$ cat src/rtl/sfm_pkg.sv
// Shared types and constants for the substring first-match search block.
package sfm_pkg;

   localparam int MAX_PATTERN = 16;
   localparam int MAX_TEXT    = 4096;

   localparam int BYTE_W = 8;
   localparam int POS_W  = 12;
   localparam int LEN_W  = $clog2(MAX_PATTERN + 1);
   localparam int CNT_MAX = MAX_TEXT + MAX_PATTERN;
   localparam int CNT_W  = $clog2(CNT_MAX + 1);

   localparam logic OP_PATTERN = 1'b0;
   localparam logic OP_TEXT    = 1'b1;

   typedef enum logic [1:0] {
      STATUS_FOUND     = 2'd0,
      STATUS_NOT_FOUND = 2'd1,
      STATUS_TOO_LONG  = 2'd2
   } status_type;

   typedef struct packed {
      logic               operation;
      logic [BYTE_W-1:0]  data_byte;
      logic               last_byte;
   } req_type;

   typedef struct packed {
      status_type         status;
      logic [POS_W-1:0]   match_position;
   } rsp_type;

   typedef struct packed {
      logic load_pat;
      logic shift_text;
      logic clear;
   } cell_ctl_type;

endpackage

$ cat src/rtl/sfm_cell.sv
// One compare cell: holds a pattern byte and a text byte, both shifting to the next cell.
module sfm_cell (
   input  logic                        clock,
   input  logic                        reset,
   input  sfm_pkg::cell_ctl_type       ctl,
   input  logic [sfm_pkg::BYTE_W-1:0]  pat_in,
   input  logic                        valid_in,
   input  logic [sfm_pkg::BYTE_W-1:0]  win_in,
   output logic [sfm_pkg::BYTE_W-1:0]  pat_out,
   output logic                        valid_out,
   output logic [sfm_pkg::BYTE_W-1:0]  win_out,
   output logic                        eq_out
);

   logic [sfm_pkg::BYTE_W-1:0] pattern_ff;
   logic [sfm_pkg::BYTE_W-1:0] pattern_in;
   logic [sfm_pkg::BYTE_W-1:0] window_ff;
   logic [sfm_pkg::BYTE_W-1:0] window_in;
   logic                       valid_ff;
   logic                       valid_in_nxt;

   always_comb begin
      pattern_in   = ctl.load_pat ? pat_in : pattern_ff;
      window_in    = ctl.shift_text ? win_in : window_ff;
      valid_in_nxt = valid_ff;
      if (ctl.clear) begin
         valid_in_nxt = 1'b0;
      end else if (ctl.load_pat) begin
         valid_in_nxt = valid_in;
      end
   end

   always_ff @(posedge clock) begin
      pattern_ff <= pattern_in;
      window_ff  <= window_in;
      if (reset) begin
         valid_ff <= 1'b0;
      end else begin
         valid_ff <= valid_in_nxt;
      end
   end

   // compare the byte arriving this beat against the held pattern byte
   assign eq_out    = !valid_ff || (win_in == pattern_ff);
   assign pat_out   = pattern_ff;
   assign valid_out = valid_ff;
   assign win_out   = window_ff;

endmodule

$ cat src/rtl/substring_first_match.sv
// Top level of the substring first-match search block.
//
// Request channel (req_valid/req_ready, req): operation selects a pattern
// byte load or a text byte. Pattern bytes are loaded first; text bytes then
// stream in. The text beat with last_byte set closes the job and produces
// one result beat on the rsp channel with status and match_position.
// Pattern and text beats are taken one per cycle but for the stall below.
// The newest pattern byte and newest text byte enter cell 0 of a row of
// MAX_PATTERN compare cells and shift one cell per beat; all cells compare
// in parallel on the beat that brings in a text byte.
// The result is registered and appears in the cycle after the last
// text beat is accepted. After the result all job state clears, so the
// next pattern may follow in the next cycle.
// When the receiver stalls, the pending result holds; pattern and text beats
// keep being accepted, and only a beat that would close another job waits.
// Reset (synchronous, active high) clears the job state and the result valid.
module substring_first_match (
   input  logic              clock,
   input  logic              reset,
   input  logic              req_valid,
   output logic              req_ready,
   input  sfm_pkg::req_type  req,
   output logic              rsp_valid,
   input  logic              rsp_ready,
   output sfm_pkg::rsp_type  rsp
);

   localparam int N = sfm_pkg::MAX_PATTERN;

   logic [sfm_pkg::LEN_W-1:0] len_ff, len_in;
   logic                      too_long_ff, too_long_in;
   logic [sfm_pkg::CNT_W-1:0] count_ff, count_in;
   logic                      seen_ff, seen_in;
   logic [sfm_pkg::POS_W-1:0] first_idx_ff, first_idx_in;
   logic                      rsp_valid_ff, rsp_valid_in;
   sfm_pkg::rsp_type          rsp_ff, rsp_in;

   sfm_pkg::cell_ctl_type     ctl;
   logic                      accept;
   logic                      is_text;
   logic                      closes;
   logic                      hit;
   logic [sfm_pkg::CNT_W-1:0] start;

   logic [N-1:0]                    eq_vec;
   logic [N:0]                      valid_chain;
   logic [sfm_pkg::BYTE_W-1:0]      pat_chain [N+1];
   logic [sfm_pkg::BYTE_W-1:0]      win_chain [N+1];

   // hold off only a closing beat while a result is still stalled
   assign closes    = (req.operation == sfm_pkg::OP_TEXT) && req.last_byte;
   assign req_ready = !(rsp_valid_ff && !rsp_ready && req_valid && closes);
   assign accept    = req_valid && req_ready;
   assign is_text   = req.operation == sfm_pkg::OP_TEXT;

   always_comb begin
      ctl.load_pat   = accept && !is_text && (len_ff < sfm_pkg::LEN_W'(N));
      ctl.shift_text = accept && is_text;
      ctl.clear      = accept && closes;
   end

   assign pat_chain[0]   = req.data_byte;
   assign win_chain[0]   = req.data_byte;
   assign valid_chain[0] = 1'b1;

   for (genvar k = 0; k < N; k++) begin : g_cell
      sfm_cell u_cell (
         .clock     (clock),
         .reset     (reset),
         .ctl       (ctl),
         .pat_in    (pat_chain[k]),
         .valid_in  (valid_chain[k]),
         .win_in    (win_chain[k]),
         .pat_out   (pat_chain[k+1]),
         .valid_out (valid_chain[k+1]),
         .win_out   (win_chain[k+1]),
         .eq_out    (eq_vec[k])
      );
   end

   always_comb begin
      len_in       = len_ff;
      too_long_in  = too_long_ff;
      count_in     = count_ff;
      seen_in      = seen_ff;
      first_idx_in = first_idx_ff;
      rsp_valid_in = rsp_valid_ff && !rsp_ready;
      rsp_in       = rsp_ff;
      hit          = 1'b0;
      start        = '0;

      if (accept && !is_text) begin
         if (ctl.load_pat) begin
            len_in = len_ff + 1'b1;
         end else begin
            too_long_in = 1'b1;
         end
      end

      if (ctl.shift_text) begin
         if (count_ff < sfm_pkg::CNT_W'(sfm_pkg::CNT_MAX)) begin
            count_in = count_ff + 1'b1;
         end
         start = count_in - sfm_pkg::CNT_W'(len_ff);
         hit   = !seen_ff && !too_long_ff && (len_ff != '0)
                 && (count_in >= sfm_pkg::CNT_W'(len_ff))
                 && (start < sfm_pkg::CNT_W'(sfm_pkg::MAX_TEXT))
                 && (&eq_vec);
         if (hit) begin
            seen_in      = 1'b1;
            first_idx_in = start[sfm_pkg::POS_W-1:0];
         end
      end

      if (ctl.clear) begin
         rsp_valid_in = 1'b1;
         if (too_long_ff) begin
            rsp_in.status         = sfm_pkg::STATUS_TOO_LONG;
            rsp_in.match_position = '0;
         end else if (seen_in) begin
            rsp_in.status         = sfm_pkg::STATUS_FOUND;
            rsp_in.match_position = first_idx_in;
         end else begin
            rsp_in.status         = sfm_pkg::STATUS_NOT_FOUND;
            rsp_in.match_position = '0;
         end
         len_in       = '0;
         too_long_in  = 1'b0;
         count_in     = '0;
         seen_in      = 1'b0;
         first_idx_in = '0;
      end
   end

   always_ff @(posedge clock) begin
      rsp_ff <= rsp_in;
      if (reset) begin
         len_ff       <= '0;
         too_long_ff  <= 1'b0;
         count_ff     <= '0;
         seen_ff      <= 1'b0;
         first_idx_ff <= '0;
         rsp_valid_ff <= 1'b0;
      end else begin
         len_ff       <= len_in;
         too_long_ff  <= too_long_in;
         count_ff     <= count_in;
         seen_ff      <= seen_in;
         first_idx_ff <= first_idx_in;
         rsp_valid_ff <= rsp_valid_in;
      end
   end

   assign rsp_valid = rsp_valid_ff;
   assign rsp       = rsp_ff;

endmodule

$ cat config.mk
export PLATFORM = sky130hd
export DESIGN_NAME = substring_first_match
export DESIGN_NICKNAME = d
export VERILOG_FILES = /design/src/rtl/sfm_pkg.sv /design/src/rtl/sfm_cell.sv /design/src/rtl/substring_first_match.sv
export SDC_FILE = /design/constraint.sdc
export NUM_CORES = 1
export LEC_CHECK = 0
export BUFFER_PORTS_ARGS = -buffer_cell sky130_fd_sc_hd__buf_2
export CAP_MARGIN = 40
export CORE_MARGIN = 2
export CORE_UTILIZATION = 50
export CTS_BUF_LIST = sky130_fd_sc_hd__clkbuf_8
export DETAILED_ROUTE_END_ITERATION = 10
export PLACE_DENSITY = 0.69
export SLEW_MARGIN = 20
export SYNTH_ARGS = -nofsm -noshare
export SYNTH_HDL_FRONTEND = slang
export SYNTH_SLANG_ARGS = --single-unit
$ cat constraint.sdc
create_clock -name clock -period 5.39 [get_ports clock]
set_input_delay 0 -clock clock [delete_from_list [all_inputs] [get_ports clock]]
set_output_delay 0 -clock clock [all_outputs]
set_load 0.005 [all_outputs]
Word level (Yosys, flattened, before mapping)
Index checks and enable logic that the tools add are counted.
{"block": "totals", "output_inout_bits": 16, "ff_bits": 311, "elab_cells": 145}
{"block": "classes", "n_lt_le_gt_ge": 4, "n_bitwise": 2, "reduce_logical": 57, "n_mux": 8, "eq_ne": 16, "n_addsub": 3}
{"operator": "$eq 8x8->1", "count": 16}
{"operator": "$mux 13", "count": 3}
{"operator": "$lt 13x13->1 const B", "count": 2}
{"operator": "$mux 12", "count": 2}
{"operator": "$logic_not 1->1", "count": 21}
{"operator": "$logic_or 1x1->1", "count": 16}
{"operator": "$reduce_and 16->1", "count": 1}
{"operator": "$logic_and 1x1->1", "count": 14}
{"operator": "$add 13x1->13 const B", "count": 1}
{"operator": "$ge 13x5->1", "count": 1}
{"operator": "$sub 13x5->13", "count": 1}
{"operator": "$add 5x1->5 const B", "count": 1}
{"operator": "$lt 5x5->1 const B", "count": 1}
{"operator": "$reduce_bool 5->1", "count": 1}
{"operator": "$reduce_and 2->1", "count": 2}
{"operator": "$reduce_or 2->1", "count": 2}
{"operator": "$mux 1", "count": 3}
{"operator": "$not 1->1", "count": 2}

Logic depth before layout (Yosys ltp)
{"block": "logic_depth", "ltp_word": 16, "depth_mapped": 16}

By module
Synthesis repeated with hierarchy kept, for this count alone.
{"block": "hier_totals", "cells_unflattened": 793, "hier_area_um2": 12276.8}
{"mod": "sfm_cell", "area_each_um2": 603.1, "seq_area_each_um2": 500.5, "cells_per_inst": 30, "instances": 16}
{"mod": "substring_first_match", "area_each_um2": 2627.5, "seq_area_each_um2": 1081.0, "cells_per_inst": 313, "instances": 1}

Worst setup path after synthesis
OpenSTA, ideal clock, no wires.
{"block": "synth_path", "kind": "register to register", "startpoint": "reg rsp_valid_ff (netlist: rsp_valid)", "endpoint": "reg count_ff[4] (netlist bit)", "path_slack_ns": 0.024, "required_time_ns": 5.319, "t_arrival_ns": 5.295, "path_stages_with_launch": 8, "cell_sequence": "dfxtp_1 -> nand2b_1 -> nor2_1 -> nor2_1 -> buf_1 -> nand2_1 -> or3_1 -> a21oi_1"}
{"item": "start: declaration", "line_no": "substring_first_match.sv:35", "rtl": "logic rsp_valid_ff, rsp_valid_in;"}
{"item": "start signal: assignment", "line_no": "substring_first_match.sv:150", "rtl": "rsp_valid_ff <= rsp_valid_in;"}
{"item": "end signal: assignment", "line_no": "substring_first_match.sv:147", "rtl": "count_ff <= count_in;"}
{"item": "end: declaration", "line_no": "substring_first_match.sv:32", "rtl": "logic [sfm_pkg::CNT_W-1:0] count_ff, count_in;"}

Final worst setup path
{"block": "layout_path", "startpoint": "reg count_ff[5] (netlist bit)", "endpoint": "reg rsp_ff (netlist bit rsp[2]), data pin"}
{"block": "layout_via", "elab_chain_len": 11, "elab_cells_between_ends": 16, "classes_between": "add/sub (2); order compare (3); mux (6); bitwise (1); reduce/logical (4)"}
{"item": "$add 13x1->13 / $lt 13x13->1 (equally long branches)", "line_no": "substring_first_match.sv:102, substring_first_match.sv:101"}
{"item": "$mux 13 (*)", "line_no": "substring_first_match.sv:101", "rtl": "if (count_ff < sfm_pkg::CNT_W'(sfm_pkg::CNT_MAX)) begin"}
{"item": "$mux 13 (*)", "line_no": "substring_first_match.sv:100", "rtl": "if (ctl.shift_text) begin"}
{"item": "$sub 13x5->13 / $ge 13x5->1 (equally long branches)", "line_no": "substring_first_match.sv:104, substring_first_match.sv:106"}
{"item": "$lt 13x13->1 / $logic_and 1x1->1 (equally long branches)", "line_no": "substring_first_match.sv:107, substring_first_match.sv:106"}
{"item": "$logic_and 1x1->1", "line_no": "substring_first_match.sv:107", "rtl": "&& (start < sfm_pkg::CNT_W'(sfm_pkg::MAX_TEXT))"}
{"item": "$logic_and 1x1->1", "line_no": "substring_first_match.sv:108", "rtl": "&& (&eq_vec);"}
{"item": "$mux 1", "line_no": "substring_first_match.sv:109", "rtl": "if (hit) begin"}
{"item": "$mux 1", "line_no": "substring_first_match.sv:100"}
{"item": "$not 1->1 (no source line)"}
{"item": "$reduce_or 2->1 (no source line)"}
{"item": "end signal: assignment", "line_no": "substring_first_match.sv:136", "rtl": "rsp_ff <= rsp_in;"}
{"item": "end: declaration", "line_no": "substring_first_match.sv:36", "rtl": "sfm_pkg::rsp_type rsp_ff, rsp_in;"}
Every way passes the cells marked *; elsewhere a longest branch is shown, timed or not. The select of a mux whose other input is x is not followed.
A chain may end at the register's enable or synchronous reset.

==> metrics.md <==
| Metric | Value |
|---|---|
| Met3 Use GR | `0.0346` |
| Clock root buffer | `clkbuf_8` |
| Crit path required time | `5.77 ns` |
| Area growth, synth to finish | `14.4%` |
| Top Usage Layer GRT | `met2` |
| CTS Buf Count | `50` |
| Crit path max fanout | `15` |
| CTS tree | `done` |
| Worst R2R Start | `count_ff[5]$_SDFFE_PP0P_` |
| Final period utilization | `0.914` |
| Worst path arrival time | `5.31 ns` |
| Clock Sinks | `311` |
| Register-to-Register Path Depth | `13` |
| Synthesized instance count | `787` |
| Via count of the first global-routing pass | `6305` |
| Post-synth EDFFs | `262` |
| Yosys cell types | `51` |
| DR DRC count | `0` |
| Placer Congestion | `0.836` |
| Setup slack after placement | `0.532 ns` |
| Total grt overflow | `0` |
| Setup violations, final | `0` |
| Worst VDD drop | `0.289 mV` |
| Share of layout cells above drive strength 1 | `0.129` |
| Syn Area/Cell | `15.2 um2` |
| Deepest clock path buffer count | `3` |
| Post-Syn Area | `12000 um2` |
| Ys async rst share | `0` |
| # resized after CTS | `0` |
| GRT met2 Usage | `0.282` |
| Placed insts | `1128` |
| Port-buffer cells | `29` |
| Non-Filler Instances | `1235` |
| CP Capture Type | `register` |
| Status | `complete, no violations` |
| Std-Cell Rows | `56` |
| Worst hold path class | `in2reg` |
| WHS | `0.0382 ns` |
| Gr usage total | `0.164` |
| Leak | `4.48 nW` |
| Critical path type | `reg2reg` |
| DRT Pass-1 Iters | `5` |
| Register area share after synthesis | `0.740` |
| 1st-iter DRT viols | `429` |
| FF+latch area | `8850 um2` |
| Hold Buf Count CTS | `12` |
| Vias | `6302` |
| WL final | `19900 um` |
| Full die area | `25200 um2` |
| Final Skew | `0.0132 ns` |
| Fmax | `203 MHz` |
| Reg-to-reg critical path endpoint | `rsp[2]$_SDFFCE_PP0P_` |
| DR vias/cell | `5.10` |
| Cell taking the most area after synthesis | `edfxtp_1` |
| Antenna violations before repair | `0` |
| Synth top area cells | `edfxtp_1, xnor2_1, dfxtp_1` |
| Synthesis Warnings | `0` |
| Max Cap Viol | `0` |
| First-pass GRT wire length | `31700 um` |
| PnR Total Power | `4.80 mW` |
| Nets@finish | `898` |
| Chip width | `159 um` |
| Ant diodes | `0` |
| CP Launch Point | `count_ff[5]$_SDFFE_PP0P_` |
| Flops & latches, synth | `311` |
| P per Cell Area | `351 nW/um2` |
| Multi-input gate area | `3010 um2` |
| CTS clock-pin slew for the worst setup and hold paths | `0.06 ns` |
| Final Critical Period | `4.93 ns` |
| # IOs | `30` |
| Setup WS post-layout | `0.465 ns` |
| Die H | `159 um` |
| RSZ-0062 raised after global routing | `no` |
| Worst skew pair latency | `0.55 ns` |
| Final-report max-slew violation count | `0` |
| # fillers | `1836` |
| Met1 Track Usage GR | `0.210` |
| Worst setup SP type | `register` |
| Initial Util | `0.510` |
| Largest net degree at the start of global routing | `98` |
| CORE AREA | `23500 um2` |
| Area fraction of the dominant cell type after synthesis | `0.658` |
| Worst Setup EP | `rsp[2]$_SDFFCE_PP0P_` |
| Fin. Hold Viols | `0` |
| Setup TNS | `0 ns` |
| Main synth FF type | `edfxtp_1` |
| Post-synth top cells | `edfxtp_1, xnor2_1, nand2_1` |
| Wire length per cell | `16.1 um` |
| Max_slew headroom | `0.543` |
| DP Wirelength | `12700 um` |
| Worst-Margin Slew | `0.681 ns` |
| Top-count cell post-synth | `edfxtp_1` |
| Routed Antenna Nets | `0` |
| Worst R2R Setup Slack | `0.46 ns` |
| Post-CTS setup buffers | `0` |
| H-tree levels | `2` |
| Hold depth | `5` |
| Post-Syn Nets | `810` |
power by group:
group / switching (mW) / total (mW) / internal (mW) / leakage [nW]
clock: 0.844 / 1.84 / 0.997 / 0.564
sequential: 0.0501 / 2.75 / 2.70 / 2.85
combinational: 0.120 / 0.209 / 0.0886 / 1.07
total: 1.01 / 4.80 / 3.78 / 4.48
registers in the layout (all words and copies together), names as in the netlist, named ones only:
name and flops:
g_cell.u_cell.pat_out 128, first_idx_ff 12, rsp_valid 1, rsp 14, g_cell.u_cell.valid_out 16, len_ff 5, too_long_ff 1, count_ff 13
g_cell.u_cell.win_out 120
through the flow:
stage	instance area, um2	util
after floorplan	12000	-
after global placement	12500	0.533
after detailed placement	12600	0.535
after CTS	13600	0.581
after global routing	13700	0.583
final	13700	0.583
layout by cell type (no fill, tap or decap), types with 6 or more instances in the layout:
master         netlist  final
nor2_1              29     28
buf_4                0      8
dfxtp_1             49     49
xnor2_1            146    146
nand4_1             42     42
xor2_1               6      6
buf_2                3     29
edfxtp_1           262    262
nand2_1             73     73
ha_1                 8      8
inv_1               13     34
a21oi_1             45     45
nand2b_1             7      6
nand3_1              7      7
clkinv_1             0      9
nor3_1               6      6
dlygate4sd3_1        0     12
clkbuf_8             0     56
o21ai_0             21     21
cell families (layout without fill, tap and decap cells):
family          count (synthesis)  after routing  share of synthesized area
flops                         311            311                      0.740
xor+xnor                      152            152                      0.111
mux                             4              4                    0.00335
simple gates                  193            193                     0.0810
buf+inv                        30            159                    0.00973
fa+ha+maj                       9              9                     0.0100
compound gates                 88             88                     0.0450
critical path: stages, from the launching register on:
cell and delay (ns):
dfxtp_1 0.37, or4_4 0.57, o41ai_4 0.56, mux2i_1 0.48
fa_1 0.29, nor2b_1 0.08, o31ai_1 0.31, nand4b_1 0.20
nor3_2 0.40, nand4_1 0.15, a311o_1 0.56, buf_4 0.26
or3_1 0.38, a21oi_1 0.13
final cells by class:
class	instances	area share
repair buffers	53	0.0313
flip-flops and latches	311	0.647
clock inverters	37	0.0127
inverters	13	0.00393
clock buffers	56	0.0563
multi-input cells	446	0.220
well taps	319	0.0292
worst min-delay path by stage:
| stage | to | startpoint |
|---|---|---|
| 2_1_floorplan | req_ready | req_valid |
| 3_3_place_gp | rsp_valid$_SDFF_PP0_ | reset |
| 3_5_place_dp | rsp_valid$_SDFF_PP0_ | reset |
| 4_1_cts | count_ff[5]$_SDFFE_PP0P_ | req[9] |
| 5_1_grt | count_ff[5]$_SDFFE_PP0P_ | req[9] |
| 6_report | count_ff[5]$_SDFFE_PP0P_ | req[9] |
per-layer routing:
| metal | up-vias | part of all wire | wire (um) |
|---|---|---|---|
| li1 | 3074 | - | - |
| met1 | 3073 | 0.42 | 8410 |
| met2 | 125 | 0.51 | 10200 |
| met3 | 30 | 0.047 | 940 |
| met4 | 0 | 0.016 | 321 |
| met5 | - | 0 | 0 |
(Power assumes the default switching activity.)
